<file path="src/hw/rtl/btg_pkg.sv">
// Widths, register indexes and the reciprocal table of the threshold generator.
package btg_pkg;

	localparam int COORD_W     = 8;
	localparam int DIM_W       = 9;
	localparam int OUT_W       = 16;
	localparam int RP1_W       = 17;
	localparam int RECIP_W     = 33;
	localparam int RECIP_SHIFT = 17;
	localparam int CFG_INDEX_W = 2;

	localparam logic [CFG_INDEX_W-1:0] REG_KERNEL_WIDTH  = 2'd0;
	localparam logic [CFG_INDEX_W-1:0] REG_KERNEL_HEIGHT = 2'd1;

	// floor(2^33 / (4^l + 1)) for each order log2 l.
	function automatic logic [RECIP_W-1:0] recip_f(input logic [3:0] l);
		logic [RECIP_W-1:0] m;
		unique case (l)
			4'd0:    m = 33'd4294967296;
			4'd1:    m = 33'd1717986918;
			4'd2:    m = 33'd505290270;
			4'd3:    m = 33'd132152839;
			4'd4:    m = 33'd33423870;
			4'd5:    m = 33'd8380423;
			4'd6:    m = 33'd2096640;
			4'd7:    m = 33'd524256;
			4'd8:    m = 33'd131070;
			default: m = 33'd131070;
		endcase
		return m;
	endfunction

endpackage

</file>
<file path="src/hw/rtl/btg_rank.sv">
// Bayer rank of one position: interleaved, bit-reversed digits cut to the order.
module btg_rank import btg_pkg::*; #(
	parameter int MAX_ORDER_LOG2 = 8,
	parameter int LG_W = $clog2(MAX_ORDER_LOG2 + 1)
) (
	input  logic [COORD_W-1:0] column,
	input  logic [COORD_W-1:0] row,
	input  logic [LG_W-1:0]    order_log2,
	output logic [OUT_W-1:0]   rank
);

	localparam int REV_W = 2 * MAX_ORDER_LOG2;
	localparam int SH_W  = $clog2(REV_W + 1);

	logic [REV_W-1:0] rev;
	logic [REV_W-1:0] shifted;
	logic [SH_W-1:0]  shamt;

	// Each bit level gives a base-4 digit: 3 for column only, 2 for row only,
	// 1 for both. The lowest level carries the highest weight.
	always_comb begin
		for (int b = 0; b < MAX_ORDER_LOG2; b++) begin
			rev[2*(MAX_ORDER_LOG2-1-b) +: 2] = {column[b] ^ row[b], column[b]};
		end
	end

	// Shifting right drops the digits of levels at or above the order.
	assign shamt   = SH_W'(REV_W) - (SH_W'(order_log2) << 1);
	assign shifted = rev >> shamt;
	assign rank    = OUT_W'(shifted);

endmodule

</file>
<file path="src/hw/rtl/bayer_threshold_generator.sv">
// Ordered-dither threshold generator: rank and threshold of each position. The pipeline
// has four registered stages (input capture, rank and reciprocal lookup, one 17 by 33
// bit reciprocal multiply, remainder correction into the output register) and takes one
// item per cycle while the output is not stalled; a stalled output holds the last stage,
// and input ready drops only once all four stages are full. The matrix order is worked
// out when kernel_width or kernel_height is written and is carried with each item, so
// new sizes apply from the next item accepted.
module bayer_threshold_generator import btg_pkg::*; #(
	parameter int MAX_ORDER_LOG2 = 8
) (
	input  logic                   clk,
	input  logic                   arst_n,
	input  logic                   in_valid,
	output logic                   in_ready,
	input  logic [COORD_W-1:0]     column,
	input  logic [COORD_W-1:0]     row,
	output logic                   out_valid,
	input  logic                   out_ready,
	output logic [OUT_W-1:0]       rank,
	output logic [OUT_W-1:0]       threshold_fraction,
	input  logic                   cfg_valid,
	output logic                   cfg_ready,
	input  logic [CFG_INDEX_W-1:0] cfg_index,
	input  logic [DIM_W-1:0]       cfg_data
);

	localparam int LG_W = $clog2(MAX_ORDER_LOG2 + 1);
	localparam logic [LG_W-1:0] LG_RESET = (MAX_ORDER_LOG2 < 3) ? LG_W'(MAX_ORDER_LOG2)
	                                                            : LG_W'(3);

	logic [DIM_W-1:0] width_q, height_q, width_next, height_next, need;
	logic [LG_W-1:0]  lg_q, lg_next;
	logic             cfg_write;

	assign cfg_ready = 1'b1;
	assign cfg_write = cfg_valid && cfg_ready;

	always_comb begin
		width_next  = width_q;
		height_next = height_q;
		if (cfg_write && cfg_index == REG_KERNEL_WIDTH) begin
			width_next = cfg_data;
		end
		if (cfg_write && cfg_index == REG_KERNEL_HEIGHT) begin
			height_next = cfg_data;
		end
		need = (width_next > height_next) ? width_next : height_next;
		// The order log2 counts the powers of two below the larger dimension, up to MAX_ORDER_LOG2.
		lg_next = '0;
		for (int i = 0; i < MAX_ORDER_LOG2; i++) begin
			if ((10'd1 << i) < {1'b0, need}) begin
				lg_next = lg_next + LG_W'(1);
			end
		end
	end

	always_ff @(posedge clk or negedge arst_n) begin
		if (!arst_n) begin
			width_q  <= DIM_W'(8);
			height_q <= DIM_W'(8);
			lg_q     <= LG_RESET;
		end else if (cfg_write) begin
			width_q  <= width_next;
			height_q <= height_next;
			lg_q     <= lg_next;
		end
	end

	// Stage control: a stage moves when the one after it is empty or moving.
	logic v_s1, v_s2, v_s3, v_s4;
	logic adv_s1, adv_s2, adv_s3, adv_s4;

	assign adv_s4   = !v_s4 || out_ready;
	assign adv_s3   = !v_s3 || adv_s4;
	assign adv_s2   = !v_s2 || adv_s3;
	assign adv_s1   = !v_s1 || adv_s2;
	assign in_ready = adv_s1;

	always_ff @(posedge clk or negedge arst_n) begin
		if (!arst_n) begin
			v_s1 <= 1'b0;
			v_s2 <= 1'b0;
			v_s3 <= 1'b0;
			v_s4 <= 1'b0;
		end else begin
			if (adv_s1) v_s1 <= in_valid;
			if (adv_s2) v_s2 <= v_s1;
			if (adv_s3) v_s3 <= v_s2;
			if (adv_s4) v_s4 <= v_s3;
		end
	end

	// Stage 1: capture the position with the order in force.
	logic [COORD_W-1:0] col_s1, row_s1;
	logic [LG_W-1:0]    lg_s1;

	always_ff @(posedge clk) begin
		if (adv_s1) begin
			col_s1 <= column;
			row_s1 <= row;
			lg_s1  <= lg_q;
		end
	end

	// Stage 2: rank, rank plus one and the reciprocal of n*n+1.
	logic [OUT_W-1:0]   rank_c;
	logic [OUT_W-1:0]   rank_s2;
	logic [RP1_W-1:0]   rp1_s2;
	logic [RECIP_W-1:0] recip_s2;
	logic [LG_W-1:0]    lg_s2;

	btg_rank #(
		.MAX_ORDER_LOG2(MAX_ORDER_LOG2),
		.LG_W(LG_W)
	) u_rank (
		.column(col_s1),
		.row(row_s1),
		.order_log2(lg_s1),
		.rank(rank_c)
	);

	always_ff @(posedge clk) begin
		if (adv_s2) begin
			rank_s2  <= rank_c;
			rp1_s2   <= RP1_W'(rank_c) + RP1_W'(1);
			recip_s2 <= recip_f(4'(lg_s1));
			lg_s2    <= lg_s1;
		end
	end

	// Stage 3: quotient estimate, never above the true quotient and at most one below.
	localparam int PROD_W = RP1_W + RECIP_W;
	logic [PROD_W-1:0] prod;
	logic [OUT_W-1:0]  rank_s3, q0_s3;
	logic [RP1_W-1:0]  rp1_s3;
	logic [LG_W-1:0]   lg_s3;

	assign prod = PROD_W'(rp1_s2) * PROD_W'(recip_s2);

	always_ff @(posedge clk) begin
		if (adv_s3) begin
			rank_s3 <= rank_s2;
			q0_s3   <= prod[RECIP_SHIFT +: OUT_W];
			rp1_s3  <= rp1_s2;
			lg_s3   <= lg_s2;
		end
	end

	// Stage 4: the remainder tells whether the estimate needs one more.
	localparam int REM_W = 34;
	logic [REM_W-1:0] numer, qd, divisor, remainder;
	logic [OUT_W-1:0] rank_s4, thr_s4, thr_c;

	always_comb begin
		numer     = REM_W'({rp1_s3, 16'b0});
		qd        = (REM_W'(q0_s3) << {lg_s3, 1'b0}) + REM_W'(q0_s3);
		divisor   = (REM_W'(1) << {lg_s3, 1'b0}) + REM_W'(1);
		remainder = numer - qd;
		thr_c     = (remainder >= divisor) ? q0_s3 + OUT_W'(1) : q0_s3;
	end

	always_ff @(posedge clk) begin
		if (adv_s4) begin
			rank_s4 <= rank_s3;
			thr_s4  <= thr_c;
		end
	end

	assign out_valid          = v_s4;
	assign rank               = rank_s4;
	assign threshold_fraction = thr_s4;

endmodule

</file>
<file path="config.mk">
export PLATFORM = sky130hd
export DESIGN_NAME = bayer_threshold_generator
export DESIGN_NICKNAME = d
export VERILOG_FILES = /design/src/hw/rtl/btg_pkg.sv /design/src/hw/rtl/btg_rank.sv /design/src/hw/rtl/bayer_threshold_generator.sv
export SDC_FILE = /design/constraint.sdc
export NUM_CORES = 1
export LEC_CHECK = 0
export ABC_AREA = 1
export BUFFER_PORTS_ARGS = -buffer_cell sky130_fd_sc_hd__buf_2
export CORE_MARGIN = 2
export CORE_UTILIZATION = 41
export DETAILED_ROUTE_END_ITERATION = 6
export PLACE_DENSITY = 0.6
export SYNTH_ARGS = -nofsm -noshare
export SYNTH_HDL_FRONTEND = slang
export SYNTH_SLANG_ARGS = --single-unit
</file>
<file path="constraint.sdc">
create_clock -name clk -period 8.4 [get_ports clk]
set_input_delay 0.84 -clock clk [delete_from_list [all_inputs] [get_ports clk]]
set_output_delay 0.84 -clock clk [all_outputs]
set_load 0.01 [all_outputs]
</file>
==> results of run 1 <==
==> kinds of logic (layout without fill, tap and decap cells) <==
group	Yosys count	count (layout)	share of synthesized area, %
flops	185	185	23.0
xor+xnor	113	113	4.32
compound gates	252	252	6.55
simple gates	880	880	16.4
mux	6	6	0.254
fa+ha+maj	501	501	37.1
other cells	1	1	0.0159
buf+inv	761	789	12.4
==> cells in the final DEF, fill, tap and decap left out, types with 7 or more instances in the layout <==
| cell type | instances |
|---|---|
| nand4_1 | 29 |
| o22ai_1 | 10 |
| nor3_2 | 8 |
| ha_1 | 169 |
| o21ai_0 | 82 |
| xnor2_1 | 41 |
| dfrtp_1 | 22 |
| clkbuf_16 | 17 |
| a21oi_1 | 72 |
| o21ai_2 | 11 |
| edfxtp_1 | 159 |
| nor3_1 | 15 |
| xor2_1 | 68 |
| nand2_1 | 548 |
| nand2_2 | 31 |
| o21a_1 | 13 |
| inv_2 | 21 |
| nand3_1 | 80 |
| buf_2 | 65 |
| o21ai_1 | 15 |
| nor2_1 | 123 |
| inv_1 | 664 |
| nor2_2 | 7 |
| or2_2 | 9 |
| fa_1 | 332 |
==> final cells by class <==
cell class / instances / area (µm²)
Clock inverter: 15 / 176
Timing Repair Buffer: 70 / 363
Inverter: 687 / 2580
Tap cell: 756 / 946
Fill cell: 5425 / 31500
Sequential cell: 185 / 5430
Clock buffer: 17 / 425
Multi-Input combinational cell: 1753 / 15300
==> layer usage <==
metal / vias up / share of wire, %
met5: - / 0
met4: 0 / 1.5
met3: 60 / 4.8
met2: 442 / 48
met1: 8406 / 46
li1: 8248 / -
==> registers in the layout, summed over array words and instances (netlist names), 4 cells and up <==
signal              count
lg_s2                   4
rank_s3                16
q0_s3                  16
lg_s3                   4
col_s1                  8
rp1_s3                 17
threshold_fraction     16
recip_s2               17
rank_s2                16
rp1_s2                 17
lg_s1                   4
lg_q                    4
row_s1                  8
height_q                9
rank                   16
width_q                 9
==> critical path, stage by stage, from the launching register on <==
cell      delay (ns)
edfxtp_1        0.85
nand2_1         0.25
fa_1            0.57
inv_1           0.06
fa_1            0.48
inv_1           0.05
fa_1            0.50
inv_1           0.05
fa_1            0.48
inv_1           0.06
fa_1            0.50
fa_1            0.55
inv_1           0.05
ha_1            0.40
nand2_1         0.17
nor4_1          0.36
nand2_1         0.09
o211ai_1        0.39
a21o_1          0.21
nand4_1         0.09
nand3_1         0.15
xor2_1          0.08
==> stage by stage <==
stage                     cells  util, %  setup WS, ns
after global placement     3451     43.3          1.92
after floorplan            2699        -          2.40
final                      3483     44.4          1.73
after global routing       3483     44.4          1.47
after CTS                  3483     44.4          1.75
after detailed placement   3451     43.3          1.78
==> synth_stat cells (all sizes together) (5+ instances only) <==
| cell type | number |
|---|---|
| clkbuf | 58 |
| o21ai | 109 |
| ha | 169 |
| nor2 | 137 |
| edfxtp | 159 |
| mux2i | 6 |
| nand3 | 87 |
| nor3 | 23 |
| nand2 | 582 |
| or2 | 9 |
| fa | 332 |
| xnor2 | 43 |
| dfrtp | 22 |
| o22ai | 13 |
| o31ai | 5 |
| o21a | 13 |
| nand4 | 31 |
| nor4 | 6 |
| a21o | 7 |
| inv | 686 |
| xor2 | 70 |
| buf | 16 |
| a21oi | 77 |
==> path summary, 6_finish.rpt <==
kind                            startpoint  cells after the start          to
worst max-delay path             rp1_s2[2]                     21   q0_s3[15]
worst min-delay path                arst_n                      1  width_q[1]
worst max register to register   rp1_s2[2]                     21   q0_s3[15]
worst min register to register  rank_s2[2]                      0  rank_s3[2]
max in group asynchronous           arst_n                      1        v_s2
min in group clk                rank_s2[2]                      0  rank_s3[2]
==> flow_summary.ini, run 1 <==
[outcome]
status = finished clean

[grt]
grt_pass1_vias = 17600
grt-ovfl-total = 0
antenna_found_initial = 0
grt_usage_pct = 19.5
grt_pass1_wl_mm = 92.3
met3_usage_pct = 2.64
grtUsageMet2_pct = 32.8
grt_max_degree = 55
grtUsageMet1_pct = 26.9
busiest_layer = met2

[synthesis]
syn_avg_cell_area_um2 = 8.75
seq_area_frac_synth_pct = 23.0
ys.flop_type = edfxtp_1
syn_nets = 3232
syn_inst = 2699
synthTopCellsByArea = fa_1 (28%), edfxtp_1 (20%), inv_1 (11%), ha_1 (9.0%), nand2_1 (8.7%)
ys_async_sr_fraction_pct = 14.1
yosys_warnings = 0
synth_top_area_share_pct = 28.1
synth-edff-count = 159
yosys.cell_types.count = 70
synth_area_mm2 = 0.0236
ys_ff_latch = 185
synth_top_area_cell = fa_1

[clock_network]
clk_path_buf_depth = 2
cts_made_buffers = 17
cts_hold_buf = 0
cts.sinks = 185
clk-insertion-delay-late_ns = 0.45
cts.clk_slew.worst_paths_ns = 0.08
ctsResizeCount = 0
htree_levels = 4
cts_tree = yes
cts_root_buf = clkbuf_16
cts_setup_buffers = 0

[critical_path]
crit_type = flip-flop to flip-flop
worst-r2r-setup-slack_ns = 1.73
worst_ep_arrival_time_ns = 6.85
startpoint_type = flip-flop
crit_required_ns = 8.58
critPathMaxFanout = 18
cp-end-kind = flip-flop

[die]
start_util_pct = 41.6
core_mm2 = 0.0567
die-height_um = 244
pin_count = 67
die_w_um = 244
dieArea_mm2 = 0.0595
rows = 87

[sta]
clock_skew_ns = 0.0166
setup_viol = 0
rsz0062_at_grt = false
finalCritPeriodShare_pct = 79.3
timing.final.crit_period_ns = 6.67
tightest_slew_ns = 1.09
maxSlewViolCount = 0
fin_setup_tns_ns = 0
slew_headroom_pct = 27.1
holdWs_ns = 0.388
fmax_ghz = 0.150
hold_viol = 0

[drt]
vias = 17200
ant_nets = 0
firstDrtPassIters = 6
drc_errors = 0
wl_per_cell_um = 16.3
routed_via_density = 4.93
drt_iter0_drc = 1203
routed_wl_mm = 56.8

[place]
port_buffers = 65
place_congestion = 0.927
dp_hpwl_mm = 47.5
placed_area_mm2 = 0.0246

[cells_and_area]
area_delta_synth_final_pct = 6.65
fin_area_mm2 = 0.0252
drive_above_1_share_pct = 8.54
nNetsFinal = 3247
antenna_cells = 0

[hold_path]
min_path_type = input port to asynchronous set/reset pin

[flow_run]
maxCapViolCount = 0
Power of run 1 is left out: the tool's default activity adds up to more than one toggle a clock period on the data nets, which glitch-free logic cannot reach.
==> run 2, diff against run 1 <==
PLACE_DENSITY = 0.62   (was 0.6)
clock period = 5.75 ns   (was 8.4 ns; I/O delays follow)
==> run 2 against run 1 <==
  * Die area stayed put
  * Via count is 4.4% higher
  * Flip-flop and latch count stayed put
  * Routed wire length is 2.5% higher
  * Clock-buffer cell count is 1 higher
  * Global-route usage is 0.77 points higher
  * Critical path depth is 4 higher
  * Maximum frequency is 16% higher
==> flow_summary.ini, run 2 (synthesis results as in run 1) <==
[sta]
slew_headroom_pct = 28.5
maxSlewViolCount = 0
rsz0062_at_grt = true
timing.final.crit_period_ns = 5.75
clock_skew_ns = 0.0167
fmax_ghz = 0.174
setup_viol = 0
tightest_slew_ns = 1.07
hold_viol = 0
finalCritPeriodShare_pct = 100

[grt]
grt_usage_pct = 20.3
grt_pass1_wl_mm = 95.9
grt-ovfl-total = 0
grt_max_degree = 55
antenna_found_initial = 0
grt_pass1_vias = 18900

[place]
dp_hpwl_mm = 48.8
place_congestion = 0.925
port_buffers = 65
placed_area_mm2 = 0.0258

[clock_network]
cts.sinks = 185
cts_made_buffers = 17
htree_levels = 4
cts_tree = yes
clk-insertion-delay-late_ns = 0.46
cts.clk_slew.worst_paths_ns = 0.08
cts_hold_buf = 0
cts_root_buf = clkbuf_16
clk_path_buf_depth = 2

[critical_path]
crit_top_cell = fa_1
startpoint_type = flip-flop
slowest_delay_ns = 0.55
worst_ep_arrival_time_ns = 6.05
reg2regPathDepth = 25
cp-end-kind = flip-flop
crit_required_ns = 6.05
cp_top_family = adder cells
critPathMaxFanout = 5
cp_slowest_cell = fa_1
worstSetupPathDepth = 25
crit_type = flip-flop to flip-flop
crit_buf_inv = 8

[cells_and_area]
nNetsFinal = 3461
final_common_cell = inv_1
area_delta_synth_final_pct = 16.2
drive_above_1_share_pct = 18.9
final_util_pct = 48.4
most-common-layout-cells = inv_1 (643), nand2_1 (522), fa_1 (319)
fin_area_mm2 = 0.0274
antenna_cells = 0
top_regs = recip_s2: 17 flops, rp1_s2: 17 flops, rp1_s3: 17 flops

[drt]
vias = 17900
wl_per_cell_um = 15.8
routed_via_density = 4.84
drt_iter0_drc = 1019
routed_wl_mm = 58.3
firstDrtPassIters = 5
drc_errors = 0
ant_nets = 0

[hold_path]
min_path_type = input port to asynchronous set/reset pin

[die]
core_mm2 = 0.0567
pin_count = 67
start_util_pct = 41.6
die_w_um = 244
rows = 87
dieArea_mm2 = 0.0595
die-height_um = 244

[flow_run]
maxCapViolCount = 0

[outcome]
status = finished clean
run 2: changes by cell type in the layout (fill, tap and decap cells not counted), sizes merged:
cell      before  now
clkbuf        17   19
inv          693  692
bufinv         1    0
clkinv         8    7
buf           70  283
clkinvlp       0    2
run 2: layer usage:
layer	share of wire (%)	GRT usage, %	routed length, µm	vias up
met2	49	35.0	28400	441
met5	0	0	0	-
met1	44	26.4	25500	8687
met4	2.8	5.85	1630	0
met3	4.7	3.06	2720	100
li1	-	-	-	8679
run 2: area by class of cell:
cell class | count | area [µm²]
flip-flops and latches | 185 | 5430
multi-input cells | 1753 | 15800
repair buffers | 284 | 2080
well taps | 756 | 946
inverters | 687 | 2580
clock inverters | 14 | 158
clock buffers | 18 | 429
fillers | 5297 | 29300
run 2: worst paths after layout:
kind                                    from          to  slack, ns
worst min register to register   rank_s3[12]    rank[12]       0.42
worst max register to register  recip_s2[14]   q0_s3[15]     0.0007
worst min-delay path                  arst_n  width_q[1]       0.10
worst max-delay path            recip_s2[14]   q0_s3[15]     0.0007
max in group asynchronous             arst_n        v_s3       5.25
min in group clk                      row[7]   row_s1[7]       0.28
run 2: repair_timing:
action,CTS,global route
setup endpoints to repair,9,28
gates resized for setup,64,91
buffers inserted,36,18
pin swaps,64,76
cloned,1,0
run 2: metrics by stage:
step / instances / setup TNS, ns / hold slack [ns] / worst slack, ns
after floorplan: 2699 / 0 / 0.279 / 0.00459
after global placement: 3611 / -0.271 / 0.402 / -0.0645
after detailed placement: 3611 / -1.16 / 0.405 / -0.218
after CTS: 3680 / 0 / 0.121 / 0.00237
after global routing: 3697 / -1.25 / 0.133 / -0.236
final: 3697 / 0 / 0.102 / 0.000653
Power of run 2 is left out for the same reason.
